### src/sv/dual_encoder_period_speed_meter_defines.svh
// ----------------------------------------------------------------------------
// Assertion macros for the dual encoder period speed meter
// Shared concurrent assertion forms, clocked on clk_i and held off in reset.
// ----------------------------------------------------------------------------
`ifndef DUAL_ENCODER_PERIOD_SPEED_METER_DEFINES_SVH
`define DUAL_ENCODER_PERIOD_SPEED_METER_DEFINES_SVH

// Same-cycle implication.
`define DESM_ASSERT_IMP(label, ante, cons, msg) \
  label: assert property (@(posedge clk_i) disable iff (!rst_ni) (ante) |-> (cons)) \
    else $error(msg);

// Next-cycle implication.
`define DESM_ASSERT_NEXT(label, ante, cons, msg) \
  label: assert property (@(posedge clk_i) disable iff (!rst_ni) (ante) |=> (cons)) \
    else $error(msg);

`endif

### src/sv/desm_pkg.sv
// ----------------------------------------------------------------------------
// Dual encoder period speed meter package
// Shared widths, codes and controller/datapath command and status types.
// ----------------------------------------------------------------------------
package desm_pkg;

  localparam int unsigned COUNTER_BITS_DEF  = 16;
  localparam int unsigned OVERFLOW_BITS_DEF = 8;

  localparam int unsigned CAPTURE_W = 16;
  localparam int unsigned FIELD_W   = 24;
  localparam int unsigned REM_W     = 2;

  localparam logic [FIELD_W-1:0] SCALE_RESET = 24'd3463235;
  localparam logic [REM_W-1:0]   REM_ARM     = 2'd2;
  localparam logic [REM_W-1:0]   REM_LAST    = 2'd1;

  localparam logic KIND_ARM   = 1'b0;
  localparam logic KIND_TIMER = 1'b1;

  typedef struct packed {
    logic                 kind;
    logic                 overflow;
    logic                 wheel1_hit;
    logic [CAPTURE_W-1:0] wheel1_capture;
    logic                 wheel2_hit;
    logic [CAPTURE_W-1:0] wheel2_capture;
  } item_t;

  typedef struct packed {
    logic [FIELD_W-1:0] wheel1_period;
    logic [FIELD_W-1:0] wheel2_period;
    logic [FIELD_W-1:0] wheel1_speed;
    logic [FIELD_W-1:0] wheel2_speed;
  } result_t;

  // Controller to datapath.
  typedef struct packed {
    logic take;       // input transaction this cycle
    logic div_start;  // launch both speed divisions
    logic out_load;   // move finished result into the output register
  } cmd_t;

  // Datapath to controller.
  typedef struct packed {
    logic complete;   // current item finishes the measurement
    logic div_done;   // both divisions finished
  } status_t;

endpackage

### src/sv/desm_item_if.sv
// ----------------------------------------------------------------------------
// Item channel
// Valid/ready channel carrying one timer or arm item.
// ----------------------------------------------------------------------------
interface desm_item_if;
  import desm_pkg::*;

  logic                 valid;
  logic                 ready;
  logic                 kind;
  logic                 overflow;
  logic                 wheel1_hit;
  logic [CAPTURE_W-1:0] wheel1_capture;
  logic                 wheel2_hit;
  logic [CAPTURE_W-1:0] wheel2_capture;

  modport source (
    output valid, kind, overflow, wheel1_hit, wheel1_capture, wheel2_hit, wheel2_capture,
    input  ready
  );

  modport sink (
    input  valid, kind, overflow, wheel1_hit, wheel1_capture, wheel2_hit, wheel2_capture,
    output ready
  );

endinterface

### src/sv/desm_result_if.sv
// ----------------------------------------------------------------------------
// Result channel
// Valid/ready channel carrying both periods and both speeds.
// ----------------------------------------------------------------------------
interface desm_result_if;
  import desm_pkg::*;

  logic               valid;
  logic               ready;
  logic [FIELD_W-1:0] wheel1_period;
  logic [FIELD_W-1:0] wheel2_period;
  logic [FIELD_W-1:0] wheel1_speed;
  logic [FIELD_W-1:0] wheel2_speed;

  modport source (
    output valid, wheel1_period, wheel2_period, wheel1_speed, wheel2_speed,
    input  ready
  );

  modport sink (
    input  valid, wheel1_period, wheel2_period, wheel1_speed, wheel2_speed,
    output ready
  );

endinterface

### src/sv/desm_divider.sv
// ----------------------------------------------------------------------------
// Serial divider
// Restoring unsigned divider, one quotient bit per cycle.
// ----------------------------------------------------------------------------
module desm_divider #(
  parameter int unsigned W = desm_pkg::FIELD_W
) (
  input  logic         clk_i,
  input  logic         rst_ni,
  input  logic         start_i,
  input  logic [W-1:0] dividend_i,
  input  logic [W-1:0] divisor_i,
  output logic         done_o,
  output logic [W-1:0] quotient_o
);

  localparam int unsigned CNT_W = $clog2(W + 1);

  logic             busy_q;
  logic             done_q;
  logic [CNT_W-1:0] count_q;
  logic [W-1:0]     rem_q;
  logic [W-1:0]     quo_q;
  logic [W-1:0]     divisor_q;

  logic [W:0] shifted;
  logic [W:0] diff;

  assign shifted = {rem_q, quo_q[W-1]};
  assign diff    = shifted - {1'b0, divisor_q};

  always_ff @(posedge clk_i or negedge rst_ni) begin
    if (!rst_ni) begin
      busy_q  <= 1'b0;
      done_q  <= 1'b0;
      count_q <= '0;
    end else begin
      done_q <= 1'b0;
      if (start_i) begin
        busy_q  <= 1'b1;
        count_q <= CNT_W'(W);
      end else if (busy_q) begin
        count_q <= count_q - 1'b1;
        if (count_q == CNT_W'(1)) begin
          busy_q <= 1'b0;
          done_q <= 1'b1;
        end
      end
    end
  end

  // Payload: shift in one quotient bit per step. The remainder stays below
  // the divisor, so it always fits in W bits.
  always_ff @(posedge clk_i) begin
    if (start_i) begin
      rem_q     <= '0;
      quo_q     <= dividend_i;
      divisor_q <= divisor_i;
    end else if (busy_q) begin
      if (!diff[W]) begin
        rem_q <= diff[W-1:0];
        quo_q <= {quo_q[W-2:0], 1'b1};
      end else begin
        rem_q <= shifted[W-1:0];
        quo_q <= {quo_q[W-2:0], 1'b0};
      end
    end
  end

  assign done_o     = done_q;
  assign quotient_o = quo_q;

endmodule

### src/sv/desm_ctrl.sv
// ----------------------------------------------------------------------------
// Controller
// Sequences item intake, speed division and the output register.
// ----------------------------------------------------------------------------
`include "dual_encoder_period_speed_meter_defines.svh"

module desm_ctrl (
  input  logic              clk_i,
  input  logic              rst_ni,
  input  logic              in_valid_i,
  output logic              in_ready_o,
  output logic              out_valid_o,
  input  logic              out_ready_i,
  input  desm_pkg::status_t status_i,
  output desm_pkg::cmd_t    cmd_o
);
  import desm_pkg::*;

  typedef enum logic [1:0] {
    S_IDLE,
    S_DIV,
    S_LOAD
  } state_e;

  state_e state_q;
  logic   in_ready_q;
  logic   out_valid_q;
  logic   div_start_q;

  always_comb begin
    cmd_o.take      = in_valid_i && in_ready_q;
    cmd_o.div_start = div_start_q;
    cmd_o.out_load  = (state_q == S_LOAD) && (!out_valid_q || out_ready_i);
  end

  always_ff @(posedge clk_i or negedge rst_ni) begin
    if (!rst_ni) begin
      state_q     <= S_IDLE;
      in_ready_q  <= 1'b1;
      out_valid_q <= 1'b0;
      div_start_q <= 1'b0;
    end else begin
      div_start_q <= 1'b0;
      if (out_valid_q && out_ready_i) begin
        out_valid_q <= 1'b0;
      end
      case (state_q)
        S_IDLE: begin
          if (in_valid_i && in_ready_q && status_i.complete) begin
            state_q     <= S_DIV;
            in_ready_q  <= 1'b0;
            div_start_q <= 1'b1;
          end
        end
        S_DIV: begin
          if (status_i.div_done) begin
            state_q <= S_LOAD;
          end
        end
        S_LOAD: begin
          if (!out_valid_q || out_ready_i) begin
            state_q     <= S_IDLE;
            in_ready_q  <= 1'b1;
            out_valid_q <= 1'b1;
          end
        end
        default: begin
          state_q    <= S_IDLE;
          in_ready_q <= 1'b1;
        end
      endcase
    end
  end

  assign in_ready_o  = in_ready_q;
  assign out_valid_o = out_valid_q;

  `DESM_ASSERT_IMP(a_take_in_idle, cmd_o.take, state_q == S_IDLE, "item taken while busy")
  `DESM_ASSERT_IMP(a_load_no_clobber, cmd_o.out_load, !out_valid_q || out_ready_i, "result overwritten")
  `DESM_ASSERT_NEXT(a_done_to_load, (state_q == S_DIV) && status_i.div_done, (state_q == S_LOAD) && !in_ready_q, "division end lost")

endmodule

### src/sv/desm_datapath.sv
// ----------------------------------------------------------------------------
// Datapath
// Per-wheel capture state, period arithmetic, speed dividers, output register.
// ----------------------------------------------------------------------------
module desm_datapath #(
  parameter int unsigned COUNTER_BITS  = desm_pkg::COUNTER_BITS_DEF,
  parameter int unsigned OVERFLOW_BITS = desm_pkg::OVERFLOW_BITS_DEF
) (
  input  logic                              clk_i,
  input  logic                              rst_ni,
  input  logic                              scale_we_i,
  input  logic [desm_pkg::FIELD_W-1:0]      scale_wdata_i,
  input  desm_pkg::item_t                   item_i,
  input  desm_pkg::cmd_t                    cmd_i,
  output desm_pkg::status_t                 status_o,
  output desm_pkg::result_t                 result_o
);
  import desm_pkg::*;

  localparam int unsigned PW = COUNTER_BITS + OVERFLOW_BITS + 2;
  localparam int unsigned EW = (PW > 26) ? PW : 26;

  localparam logic [OVERFLOW_BITS-1:0] OVF_MAX = '1;

  function automatic logic [FIELD_W-1:0] period_of(
    input logic [COUNTER_BITS-1:0]  cap,
    input logic [COUNTER_BITS-1:0]  last,
    input logic [OVERFLOW_BITS-1:0] ovf
  );
    logic [EW-1:0] p;
    p = EW'(cap) - EW'(last) + (EW'(ovf) << COUNTER_BITS);
    if (p[EW-1]) begin
      period_of = '0;
    end else if (|p[EW-2:FIELD_W]) begin
      period_of = '1;
    end else begin
      period_of = p[FIELD_W-1:0];
    end
  endfunction

  logic [FIELD_W-1:0]       scale_q;
  logic [REM_W-1:0]         rem1_q, rem1_d, rem2_q, rem2_d;
  logic [OVERFLOW_BITS-1:0] ovf1_q, ovf1_d, ovf2_q, ovf2_d;
  logic [COUNTER_BITS-1:0]  last1_q, last1_d, last2_q, last2_d;
  logic [FIELD_W-1:0]       delta1_q, delta1_d, delta2_q, delta2_d;
  logic [COUNTER_BITS-1:0]  cap1, cap2;
  logic                     took1, took2, complete;
  logic                     done1, done2;
  logic [FIELD_W-1:0]       quo1, quo2;
  result_t                  result_q;

  assign cap1 = COUNTER_BITS'(item_i.wheel1_capture);
  assign cap2 = COUNTER_BITS'(item_i.wheel2_capture);

  always_comb begin
    rem1_d   = rem1_q;
    rem2_d   = rem2_q;
    ovf1_d   = ovf1_q;
    ovf2_d   = ovf2_q;
    last1_d  = last1_q;
    last2_d  = last2_q;
    delta1_d = delta1_q;
    delta2_d = delta2_q;
    took1    = 1'b0;
    took2    = 1'b0;
    complete = 1'b0;
    if (item_i.kind == KIND_ARM) begin
      rem1_d = REM_ARM;
      rem2_d = REM_ARM;
    end else if (item_i.overflow) begin
      // Count overflows only between the first and second capture.
      if (rem1_q == REM_LAST && ovf1_q != OVF_MAX) begin
        ovf1_d = ovf1_q + 1'b1;
      end
      if (rem2_q == REM_LAST && ovf2_q != OVF_MAX) begin
        ovf2_d = ovf2_q + 1'b1;
      end
    end else begin
      if (item_i.wheel1_hit && rem1_q != '0) begin
        took1    = 1'b1;
        delta1_d = period_of(cap1, last1_q, ovf1_q);
        last1_d  = cap1;
        rem1_d   = rem1_q - 1'b1;
      end
      if (item_i.wheel2_hit && rem2_q != '0) begin
        took2    = 1'b1;
        delta2_d = period_of(cap2, last2_q, ovf2_q);
        last2_d  = cap2;
        rem2_d   = rem2_q - 1'b1;
      end
      if ((took1 || took2) && rem1_d == '0 && rem2_d == '0) begin
        complete = 1'b1;
        ovf1_d   = '0;
        ovf2_d   = '0;
      end
    end
  end

  always_ff @(posedge clk_i or negedge rst_ni) begin
    if (!rst_ni) begin
      scale_q  <= SCALE_RESET;
      rem1_q   <= '0;
      rem2_q   <= '0;
      ovf1_q   <= '0;
      ovf2_q   <= '0;
      last1_q  <= '0;
      last2_q  <= '0;
      delta1_q <= '0;
      delta2_q <= '0;
    end else begin
      if (scale_we_i) begin
        scale_q <= scale_wdata_i;
      end
      if (cmd_i.take) begin
        rem1_q   <= rem1_d;
        rem2_q   <= rem2_d;
        ovf1_q   <= ovf1_d;
        ovf2_q   <= ovf2_d;
        last1_q  <= last1_d;
        last2_q  <= last2_d;
        delta1_q <= delta1_d;
        delta2_q <= delta2_d;
      end
    end
  end

  desm_divider #(
    .W (FIELD_W)
  ) u_div1 (
    .clk_i      (clk_i),
    .rst_ni     (rst_ni),
    .start_i    (cmd_i.div_start),
    .dividend_i (scale_q),
    .divisor_i  (delta1_q),
    .done_o     (done1),
    .quotient_o (quo1)
  );

  desm_divider #(
    .W (FIELD_W)
  ) u_div2 (
    .clk_i      (clk_i),
    .rst_ni     (rst_ni),
    .start_i    (cmd_i.div_start),
    .dividend_i (scale_q),
    .divisor_i  (delta2_q),
    .done_o     (done2),
    .quotient_o (quo2)
  );

  // Periods stay put until the next item is taken, after the load.
  always_ff @(posedge clk_i) begin
    if (cmd_i.out_load) begin
      result_q.wheel1_period <= delta1_q;
      result_q.wheel2_period <= delta2_q;
      result_q.wheel1_speed  <= (delta1_q == '0) ? '0 : quo1;
      result_q.wheel2_speed  <= (delta2_q == '0) ? '0 : quo2;
    end
  end

  assign status_o.complete = complete;
  assign status_o.div_done = done1 && done2;
  assign result_o          = result_q;

endmodule

### src/sv/dual_encoder_period_speed_meter.sv
// ----------------------------------------------------------------------------
// Dual encoder period speed meter
// Two-wheel input-capture tachometer: periods and speeds from timer captures.
// ----------------------------------------------------------------------------
// An arm transaction (kind 0) gives each wheel two captures to collect. Timer
// transactions (kind 1) either report a timer overflow, which bumps the
// saturating overflow count of each wheel that sits between its first and
// second capture, or carry captures: each hit wheel gets period = capture -
// previous capture + overflows * 2^COUNTER_BITS, clamped to 0..2^24-1. When a
// capture transaction leaves both wheels done, the overflow counts clear and
// one result goes out with both periods and speed = speed_scale / period
// (zero for a zero period). An item that does not finish a measurement leaves
// the block ready for the next one. A finishing item holds off input while
// the launch register, the two parallel bit-serial 24-bit dividers, their
// done flag and the hand-over to the output register follow in turn; the
// hand-over, and so the result, is held back only while an earlier result
// still waits. The output register lets the next item in while a result
// waits; a second result waits for the first to be taken.
// Write speed_scale only while the block is idle.
// ----------------------------------------------------------------------------
module dual_encoder_period_speed_meter #(
  parameter int unsigned COUNTER_BITS  = desm_pkg::COUNTER_BITS_DEF,
  parameter int unsigned OVERFLOW_BITS = desm_pkg::OVERFLOW_BITS_DEF
) (
  input  logic                         clk_i,
  input  logic                         rst_ni,
  input  logic                         speed_scale_we_i,
  input  logic [desm_pkg::FIELD_W-1:0] speed_scale_wdata_i,
  desm_item_if.sink                    item_i,
  desm_result_if.source                result_o
);
  import desm_pkg::*;

  item_t   item;
  result_t result;
  cmd_t    cmd;
  status_t status;

  // Gather the channel fields into one item word.
  always_comb begin
    item.kind           = item_i.kind;
    item.overflow       = item_i.overflow;
    item.wheel1_hit     = item_i.wheel1_hit;
    item.wheel1_capture = item_i.wheel1_capture;
    item.wheel2_hit     = item_i.wheel2_hit;
    item.wheel2_capture = item_i.wheel2_capture;
  end

  // Sequencing: intake, divide, load the output register.
  desm_ctrl u_ctrl (
    .clk_i       (clk_i),
    .rst_ni      (rst_ni),
    .in_valid_i  (item_i.valid),
    .in_ready_o  (item_i.ready),
    .out_valid_o (result_o.valid),
    .out_ready_i (result_o.ready),
    .status_i    (status),
    .cmd_o       (cmd)
  );

  // Capture state, period math, dividers and the result register.
  desm_datapath #(
    .COUNTER_BITS  (COUNTER_BITS),
    .OVERFLOW_BITS (OVERFLOW_BITS)
  ) u_datapath (
    .clk_i         (clk_i),
    .rst_ni        (rst_ni),
    .scale_we_i    (speed_scale_we_i),
    .scale_wdata_i (speed_scale_wdata_i),
    .item_i        (item),
    .cmd_i         (cmd),
    .status_o      (status),
    .result_o      (result)
  );

  assign result_o.wheel1_period = result.wheel1_period;
  assign result_o.wheel2_period = result.wheel2_period;
  assign result_o.wheel1_speed  = result.wheel1_speed;
  assign result_o.wheel2_speed  = result.wheel2_speed;

endmodule

### src/flat_wrapper.sv
// flat-port wrapper written by rule: the top's interface ports become plain ports
module dual_encoder_period_speed_meter_flat import desm_pkg::*;
#(
  parameter int unsigned COUNTER_BITS  = desm_pkg::COUNTER_BITS_DEF,
  parameter int unsigned OVERFLOW_BITS = desm_pkg::OVERFLOW_BITS_DEF
)
  (clk_i, rst_ni, speed_scale_we_i, speed_scale_wdata_i, item_i_valid, item_i_kind, item_i_overflow, item_i_wheel1_hit, item_i_wheel1_capture, item_i_wheel2_hit, item_i_wheel2_capture, item_i_ready, result_o_valid, result_o_wheel1_period, result_o_wheel2_period, result_o_wheel1_speed, result_o_wheel2_speed, result_o_ready);
  desm_item_if item_i_i ();
  desm_result_if result_o_i ();
  input  logic clk_i;
  input  logic rst_ni;
  input  logic speed_scale_we_i;
  input  logic [desm_pkg::FIELD_W-1:0] speed_scale_wdata_i;
  input wire logic [$bits(item_i_i.valid)-1:0] item_i_valid;
  input wire logic [$bits(item_i_i.kind)-1:0] item_i_kind;
  input wire logic [$bits(item_i_i.overflow)-1:0] item_i_overflow;
  input wire logic [$bits(item_i_i.wheel1_hit)-1:0] item_i_wheel1_hit;
  input wire logic [$bits(item_i_i.wheel1_capture)-1:0] item_i_wheel1_capture;
  input wire logic [$bits(item_i_i.wheel2_hit)-1:0] item_i_wheel2_hit;
  input wire logic [$bits(item_i_i.wheel2_capture)-1:0] item_i_wheel2_capture;
  output wire logic [$bits(item_i_i.ready)-1:0] item_i_ready;
  output wire logic [$bits(result_o_i.valid)-1:0] result_o_valid;
  output wire logic [$bits(result_o_i.wheel1_period)-1:0] result_o_wheel1_period;
  output wire logic [$bits(result_o_i.wheel2_period)-1:0] result_o_wheel2_period;
  output wire logic [$bits(result_o_i.wheel1_speed)-1:0] result_o_wheel1_speed;
  output wire logic [$bits(result_o_i.wheel2_speed)-1:0] result_o_wheel2_speed;
  input wire logic [$bits(result_o_i.ready)-1:0] result_o_ready;
  assign item_i_i.valid = item_i_valid;
  assign item_i_i.kind = item_i_kind;
  assign item_i_i.overflow = item_i_overflow;
  assign item_i_i.wheel1_hit = item_i_wheel1_hit;
  assign item_i_i.wheel1_capture = item_i_wheel1_capture;
  assign item_i_i.wheel2_hit = item_i_wheel2_hit;
  assign item_i_i.wheel2_capture = item_i_wheel2_capture;
  assign item_i_ready = item_i_i.ready;
  assign result_o_valid = result_o_i.valid;
  assign result_o_wheel1_period = result_o_i.wheel1_period;
  assign result_o_wheel2_period = result_o_i.wheel2_period;
  assign result_o_wheel1_speed = result_o_i.wheel1_speed;
  assign result_o_wheel2_speed = result_o_i.wheel2_speed;
  assign result_o_i.ready = result_o_ready;
  dual_encoder_period_speed_meter #(.COUNTER_BITS(COUNTER_BITS), .OVERFLOW_BITS(OVERFLOW_BITS)) u_core (.clk_i(clk_i), .rst_ni(rst_ni), .speed_scale_we_i(speed_scale_we_i), .speed_scale_wdata_i(speed_scale_wdata_i), .item_i(item_i_i), .result_o(result_o_i));
endmodule
### config.mk
export PLATFORM = sky130hd
export DESIGN_NAME = dual_encoder_period_speed_meter_flat
export DESIGN_NICKNAME = d
export VERILOG_FILES = /design/src/sv/desm_pkg.sv /design/src/sv/desm_item_if.sv /design/src/sv/desm_result_if.sv /design/src/sv/desm_divider.sv /design/src/sv/desm_ctrl.sv /design/src/sv/desm_datapath.sv /design/src/sv/dual_encoder_period_speed_meter.sv /design/src/flat_wrapper.sv
export VERILOG_INCLUDE_DIRS = /design/src /design/src/sv
export SDC_FILE = /design/constraint.sdc
export NUM_CORES = 1
export LEC_CHECK = 0
export BUFFER_PORTS_ARGS = -buffer_cell sky130_fd_sc_hd__buf_2
export CELL_PAD_IN_SITES_DETAIL_PLACEMENT = 0
export CELL_PAD_IN_SITES_GLOBAL_PLACEMENT = 1
export CORE_MARGIN = 8
export CORE_UTILIZATION = 45
export DETAILED_ROUTE_END_ITERATION = 16
export PLACE_DENSITY = 0.78
export SLEW_MARGIN = 10
export SYNTH_ARGS = -nofsm -noshare
export SYNTH_HDL_FRONTEND = slang
export SYNTH_SLANG_ARGS = --single-unit
### constraint.sdc
create_clock -name clk_i -period 7.5 [get_ports clk_i]
set_input_delay 1.5 -clock clk_i [delete_from_list [all_inputs] [get_ports clk_i]]
set_output_delay 1.5 -clock clk_i [all_outputs]
set_load 0.005 [all_outputs]
==> flow_metrics.py, run 1 <==
metrics = {
    "placement": {
        "pre_cts_ws_ns": 0.9278,
        "hpwlAfterDp_um": 30790,
        "dpl.cell_count": 2585,
        "numPortBuffers": 162,
        "gp_congestion": 0.8351,
    },
    "timing": {
        "final.setup.worst_slack_ns": 1.484,
        "min_period_ns": 6.016,
        "post-route-period-util": 0.8021,
        "slew_headroom": 0.2263,
        "setup_viol": 0,
        "hold_viol": 0,
        "worst_slew_pin_slew_ns": 1.158,
        "setup-tns-final_ns": 0,
        "slew_viol_final": 0,
        "max_clock_freq_ghz": 0.1662,
        "rsz0062_at_grt": "no",
        "skew_ns": 0.01783,
    },
    "pwr": {
        "vdd_ir_drop_max_mv": 0.2291,
        "powerDensity_nw_per_um2": 391.0,
        "clkPwrFrac": 0.244,
        "p_switching_uw": 3232,
        "swShare": 0.3693,
        "seq_power_share": 0.362,
        "p_total_uw": 8753,
        "total_leakage_power_uw": 0.009680,
        "pwr-share-comb": 0.395,
        "p_int_uw": 5521,
    },
    "clocking": {
        "cts_buffers": 43,
        "cts-resized-gates": 0,
        "clock_latency_ns": 0.56,
        "clkTransAtPathRegs_ns": 0.06,
        "cts.htree.levels": 2,
        "clock-sinks": 383,
        "post_cts_buffers": 0,
        "clockBufferDepth": 3,
        "cts.hold.buffers_added": 0,
        "cts_tree": "built",
        "cts_root_buf": "clkbuf_16",
    },
    "routing": {
        "ant_nets": 0,
        "wl_per_cell_um": 16.52,
        "drcViolationCount": 0,
        "routed_wl_um": 44020,
        "first_iter_violations": 884,
        "dr.pass1.iters": 5,
        "via_count": 14180,
        "via_per_inst": 5.320,
    },
    "yosys": {
        "synth_area_per_cell_um2": 10.29,
        "synth_area_leaders": "edfxtp_1 (29%), dfrtp_1 (17%), ha_1 (6.9%), dfxtp_1 (4.9%), o21ai_0 (4.5%)",
        "syn_nets": 2079,
        "ys_warn_count": 0,
        "synthFlopType": "edfxtp_1",
        "synthArstFlopShare": 0.3734,
        "yosysTopAreaCell": "edfxtp_1",
        "yosys.cell_types.count": 73,
        "ys_seq_area_frac": 0.5275,
        "syn_area_um2": 19560,
        "synth-edff-count": 192,
        "syn_inst": 1900,
        "synth_top_area_frac": 0.2948,
        "synth_seq_cells": 383,
    },
    "critical_path": {
        "critPathKind": "primary input to flip-flop",
        "path_cells": "buf_2 > inv_1 > ha_1 > fa_1 > nor2b_1 > o21a_1 > o21ai_1 > a211o_1 > a21oi_1 > o31a_1 > nor2_1 > ha_1 > inv_1 > fa_1 > nor2b_1 > o21ai_0 > a21oi_1 > o21a_1 > nor2_1 > o31a_1 > or3_1 > o2bb2a_1 > o21ai_0",
        "cp_slowest_stage_delay_ns": 0.65,
        "crit_required_ns": 7.93,
        "crit_path_max_fanout": 24,
        "r2r_slack_ns": 2.22,
        "slowest_stage": "or3_1",
        "end_kind": "flip-flop",
        "arrival_ns": 6.45,
        "critPathLaunchType": "primary input",
    },
    "global_routing": {
        "antenna_found_initial": 0,
        "grt_max_degree": 100,
        "grt_pass1_vias": 14020,
        "gr-usage-all-layers": 0.1737,
        "grt-ovfl-total": 0,
        "grt_pass1_wl_um": 72850,
    },
    "floorplan": {
        "initial_core_util": 0.4551,
        "dieArea_um2": 50390,
        "rows": 76,
        "die_w_um": 224.5,
        "pin_count": 163,
        "fp.coreArea_um2": 42980,
        "die_y_um": 224.5,
    },
    "hold_path": {
        "hold_class": "flip-flop to flip-flop",
    },
    "cells_and_area": {
        "finalCoreUtilization": 0.5209,
        "instances_no_fill": 2665,
        "drive_gt1_frac": 0.1534,
        "final_cell_mix": "edfxtp_1 (192), nand2_1 (191), o21ai_0 (174), inv_1 (172), buf_2 (161)",
        "final_common_cell": "edfxtp_1",
        "layout.nets": 2224,
        "area_growth_pct": 14.46,
        "num-fill-cells": 3958,
        "diodes": 0,
    },
    "run_status": {
        "status": "completed",
    },
    "run": {
        "max-cap-violations": 0,
    },
}
## cells in the mapped netlist, drive strengths merged, types with 30 or more instances
cell type	instances
a21o	41
a21oi	101
a311oi	39
clkbuf	63
dfrtp	132
dfxtp	48
edfxtp	192
ha	108
inv	172
mux2	41
nand2	191
nand3	39
nor2	147
o21ai	181
xnor2	54
xor2	30
## state kept, by name (all words and copies together) (netlist names), 24 cells and up
signal / cells
u_core.u_datapath.result_o: 96
u_core.u_datapath.delta1_q: 24
u_core.u_datapath.delta2_q: 24
u_core.u_datapath.scale_q: 24
u_core.u_datapath.u_div1.divisor_q: 24
u_core.u_datapath.u_div1.quotient_o: 24
u_core.u_datapath.u_div1.rem_q: 24
u_core.u_datapath.u_div2.divisor_q: 24
u_core.u_datapath.u_div2.quotient_o: 24
u_core.u_datapath.u_div2.rem_q: 24
## cell families after synthesis
family,count (synthesis),synth area share
flip-flops,383,0.5275
AND/OR/NAND/NOR,536,0.1265
AO/OA/AOI/OAI,487,0.1574
buffers and inverters,250,0.04881
multiplexers,46,0.02616
XOR/XNOR,84,0.03838
adder cells (fa/ha/maj),114,0.07523
## worst paths after layout
path	start	end	cells after the start
setup / recovery	item_i_wheel1_capture[0]	u_core.u_datapath.delta1_q[3]$_DFFE_PN0P_	23
hold / removal	u_core.u_datapath.u_div1.rem_q[19]$_SDFFE_PP0P_	u_core.u_datapath.u_div1.rem_q[20]$_SDFFE_PP0P_	2
setup reg to reg	u_core.u_datapath.last2_q[2]$_DFFE_PN0P_	u_core.u_datapath.delta2_q[15]$_DFFE_PN0P_	21
hold reg to reg	u_core.u_datapath.u_div1.rem_q[19]$_SDFFE_PP0P_	u_core.u_datapath.u_div1.rem_q[20]$_SDFFE_PP0P_	2
max in group asynchronous	rst_ni	u_core.u_ctrl.div_start_q$_DFF_PN0_	2
min in group asynchronous	rst_ni	u_core.u_datapath.last2_q[5]$_DFFE_PN0P_	1
## layer usage
metal | wire length [um] | GRT usage | vias to the layer above | share of wire
li1 | - | - | 7073 | -
met1 | 21290 | 0.2423 | 6777 | 0.48
met2 | 19820 | 0.2760 | 270 | 0.45
met3 | 2028 | 0.03061 | 59 | 0.046
met4 | 869 | 0.04917 | 0 | 0.020
met5 | 0 | 0 | - | 0
## per-stage QoR
step                      hold slack, ns  area [um2]
after global placement            0.4797       20940
final                             0.4913       22390
after CTS                         0.4911       22390
after detailed placement          0.4737       20940
after floorplan                   0.4422       19560
after global routing              0.5127       22390
## power groups by stage
| stage | Clock (uW) | Sequential, uW | Combinational (uW) |
|---|---|---|---|
| 3_3_place_gp | 0 | 3180 | 3370 |
| 6_report | 2130 | 3170 | 3460 |
| 5_1_grt | 2270 | 3230 | 3950 |
| 3_5_place_dp | 0 | 3200 | 3440 |
| 4_1_cts | 2200 | 3160 | 3460 |
| 2_1_floorplan | 0 | 3040 | 2780 |
## final cells by class
class | count | area, um2 | area share
clock buffers | 59 | 1187 | 0.05304
inverters | 172 | 645.6 | 0.02884
multi-input cells | 1267 | 8305 | 0.3710
clock inverters | 21 | 257.7 | 0.01151
well taps | 585 | 732.0 | 0.03269
flip-flops and latches | 383 | 10320 | 0.4611
repair buffers | 178 | 937.1 | 0.04186
## worst max-delay path: cells and delay by family
family          cells  cell delay, ns
compound gates     11            2.26
fa+ha+maj           4            1.09
buf+inv             3            0.22
simple gates        5            1.38
(Power assumes the default switching activity.)
==> run 2, diff against run 1 <==
==> constraint.sdc (replaced) <==
create_clock -name clk_i -period 5.9 [get_ports clk_i]
set_input_delay 1.18 -clock clk_i [delete_from_list [all_inputs] [get_ports clk_i]]
set_output_delay 1.18 -clock clk_i [all_outputs]
set_load 0.005 [all_outputs]
==> run 2 against run 1 <==
Against the previous run: first-iteration DRC count fell by 0.68%; final area rose by 0.35%; wire length rose by 0.83%; critical path depth rose by 1; cell count rose by 0.11%; total power rose by 28%; worst setup slack got worse by 0.77 ns; worst hold slack got worse by 0.0044 ns; critical path type unchanged; largest power group unchanged.
==> flow_metrics.py, run 2 (synthesized netlist as in run 1, its figures left out) <==
metrics = {
    "timing": {
        "hold_viol": 0,
        "final.setup.worst_slack_ns": 0.7181,
        "setup_viol": 0,
        "max_clock_freq_ghz": 0.1930,
        "rsz0062_at_grt": "no",
        "skew_ns": 0.01386,
        "min_period_ns": 5.182,
        "slew_viol_final": 0,
        "worst_slew_pin_slew_ns": 1.168,
        "post-route-period-util": 0.8783,
        "slew_headroom": 0.2177,
        "setup-tns-final_ns": 0,
    },
    "floorplan": {
        "initial_core_util": 0.4551,
        "die_y_um": 224.5,
        "die_w_um": 224.5,
        "fp.coreArea_um2": 42980,
        "rows": 76,
        "pin_count": 163,
        "dieArea_um2": 50390,
    },
    "placement": {
        "hpwlAfterDp_um": 30500,
        "numPortBuffers": 162,
        "gp_congestion": 0.8422,
        "pre_cts_ws_ns": 0.1305,
    },
    "critical_path": {
        "arrival_ns": 5.61,
        "crit_required_ns": 6.32,
        "crit_path_max_fanout": 17,
        "critPathKind": "primary input to flip-flop",
        "end_kind": "flip-flop",
        "critPathLaunchType": "primary input",
    },
    "clocking": {
        "cts-resized-gates": 0,
        "cts.hold.buffers_added": 0,
        "clock_latency_ns": 0.56,
        "post_cts_buffers": 0,
        "cts_tree": "built",
        "clockBufferDepth": 3,
        "cts_root_buf": "clkbuf_16",
        "clock-sinks": 383,
        "cts_buffers": 44,
        "cts.htree.levels": 2,
        "clkTransAtPathRegs_ns": 0.06,
    },
    "global_routing": {
        "grt-ovfl-total": 0,
        "antenna_found_initial": 1,
        "grt_use_met2": 0.2820,
        "gr-usage-all-layers": 0.1745,
        "grt_max_degree": 105,
        "grt_pass1_vias": 14090,
        "top_usage_layer": "met2",
        "grt_pass1_wl_um": 72680,
        "grtUsageMet1": 0.2371,
        "grt.met3_usage": 0.03035,
    },
    "run_status": {
        "status": "completed",
    },
    "pwr": {
        "vdd_ir_drop_max_mv": 0.2442,
        "powerDensity_nw_per_um2": 500.6,
        "total_leakage_power_uw": 0.009713,
    },
    "routing": {
        "via_count": 14160,
        "via_per_inst": 5.307,
        "wl_per_cell_um": 16.63,
        "routed_wl_um": 44380,
        "dr.pass1.iters": 5,
        "first_iter_violations": 878,
        "ant_nets": 0,
        "drcViolationCount": 0,
    },
    "cells_and_area": {
        "diodes": 0,
        "final_cell_mix": "edfxtp_1 (192), nand2_1 (191), o21ai_0 (174), inv_1 (172), buf_2 (161)",
        "seq_area_um2": 10320,
        "layout.nets": 2228,
        "multi_input_area_um2": 8305,
        "drive_gt1_frac": 0.1555,
        "area_growth_pct": 14.86,
        "largest_register_ffs": 96,
        "num-fill-cells": 3924,
        "final_common_cell": "edfxtp_1",
    },
    "run": {
        "max-cap-violations": 0,
    },
    "hold_path": {
        "hold_class": "flip-flop to flip-flop",
    },
}
==> run 2: cell types whose count changed in the layout (fill, tap and decap cells not counted), sizes merged <==
cell      previous run  this run
buf                178       181
bufinv               5         6
clkbuf              59        53
clkinv              12        14
clkinvlp             2         5
==> run 2: worst max-delay path: stages <==
cell and delay, ns:
buf_2 0.09, inv_1 0.08, ha_1 0.19, fa_1 0.22, nor2b_1 0.06, o21a_1 0.17
o21ai_1 0.26, a211o_1 0.23, a21oi_1 0.10, o31a_1 0.33, nor2_1 0.18, buf_4 0.20
inv_1 0.07, fa_1 0.43, nor2b_1 0.12, o21ai_0 0.10, a21oi_1 0.22, o21a_1 0.13
nor2_1 0.05, o31a_1 0.24, or3_1 0.44, buf_4 0.25, a21oi_1 0.17, o21ai_0 0.10
==> run 2: layout make-up <==
type / instances / area share
Sequential cell: 383 / 0.4595
Multi-Input combinational cell: 1267 / 0.3697
Clock buffer: 53 / 0.05330
Timing Repair Buffer: 181 / 0.04327
Tap cell: 585 / 0.03258
Inverter: 172 / 0.02874
Clock inverter: 27 / 0.01298
==> run 2: routing by layer <==
metal | wire length (um) | share of wire
met5 | 8 | 0.00018
met3 | 2032 | 0.046
met2 | 20040 | 0.45
met1 | 21290 | 0.48
met4 | 1014 | 0.023
==> run 2: final timing paths <==
check | startpoint | end | slack, ns | depth (start not counted)
max | item_i_wheel1_capture[0] | u_core.u_datapath.delta1_q[8]$_DFFE_PN0P_ | 0.72 | 24
min in group asynchronous | rst_ni | u_core.u_datapath.last2_q[4]$_DFFE_PN0P_ | 0.73 | 1
max in group asynchronous | rst_ni | u_core.u_datapath.scale_q[16]$_DFFE_PN0P_ | 3.96 | 2
min reg2reg | u_core.u_datapath.u_div2.done_o$_DFF_PN0_ | u_core.u_ctrl.state_q[0]$_DFFE_PN0P_ | 0.49 | 1
min | u_core.u_datapath.u_div2.done_o$_DFF_PN0_ | u_core.u_ctrl.state_q[0]$_DFFE_PN0P_ | 0.49 | 1
max reg2reg | u_core.u_datapath.last1_q[0]$_DFFE_PN0P_ | u_core.u_datapath.delta1_q[8]$_DFFE_PN0P_ | 1.14 | 22
==> run 2: report_power, final <==
group	total, uW	internal [uW]	switching, uW
clock	2800	1710	1100
sequential	4030	3520	512
combinational	4410	1880	2530
total	11200	7110	4140
==> run 2: stage by stage <==
step | power, uW | instance area (um2) | utilization | hold slack [ns] | instances
2_1_floorplan | 7389 | 19560 | - | 0.4422 | 1900
3_3_place_gp | 8377 | 20980 | 0.4881 | 0.4682 | 2588
3_5_place_dp | 8470 | 20980 | 0.4881 | 0.4688 | 2588
4_1_cts | 11340 | 22470 | 0.5227 | 0.4808 | 2668
5_1_grt | 12120 | 22470 | 0.5227 | 0.5258 | 2668
6_report | 11250 | 22470 | 0.5227 | 0.4869 | 2668
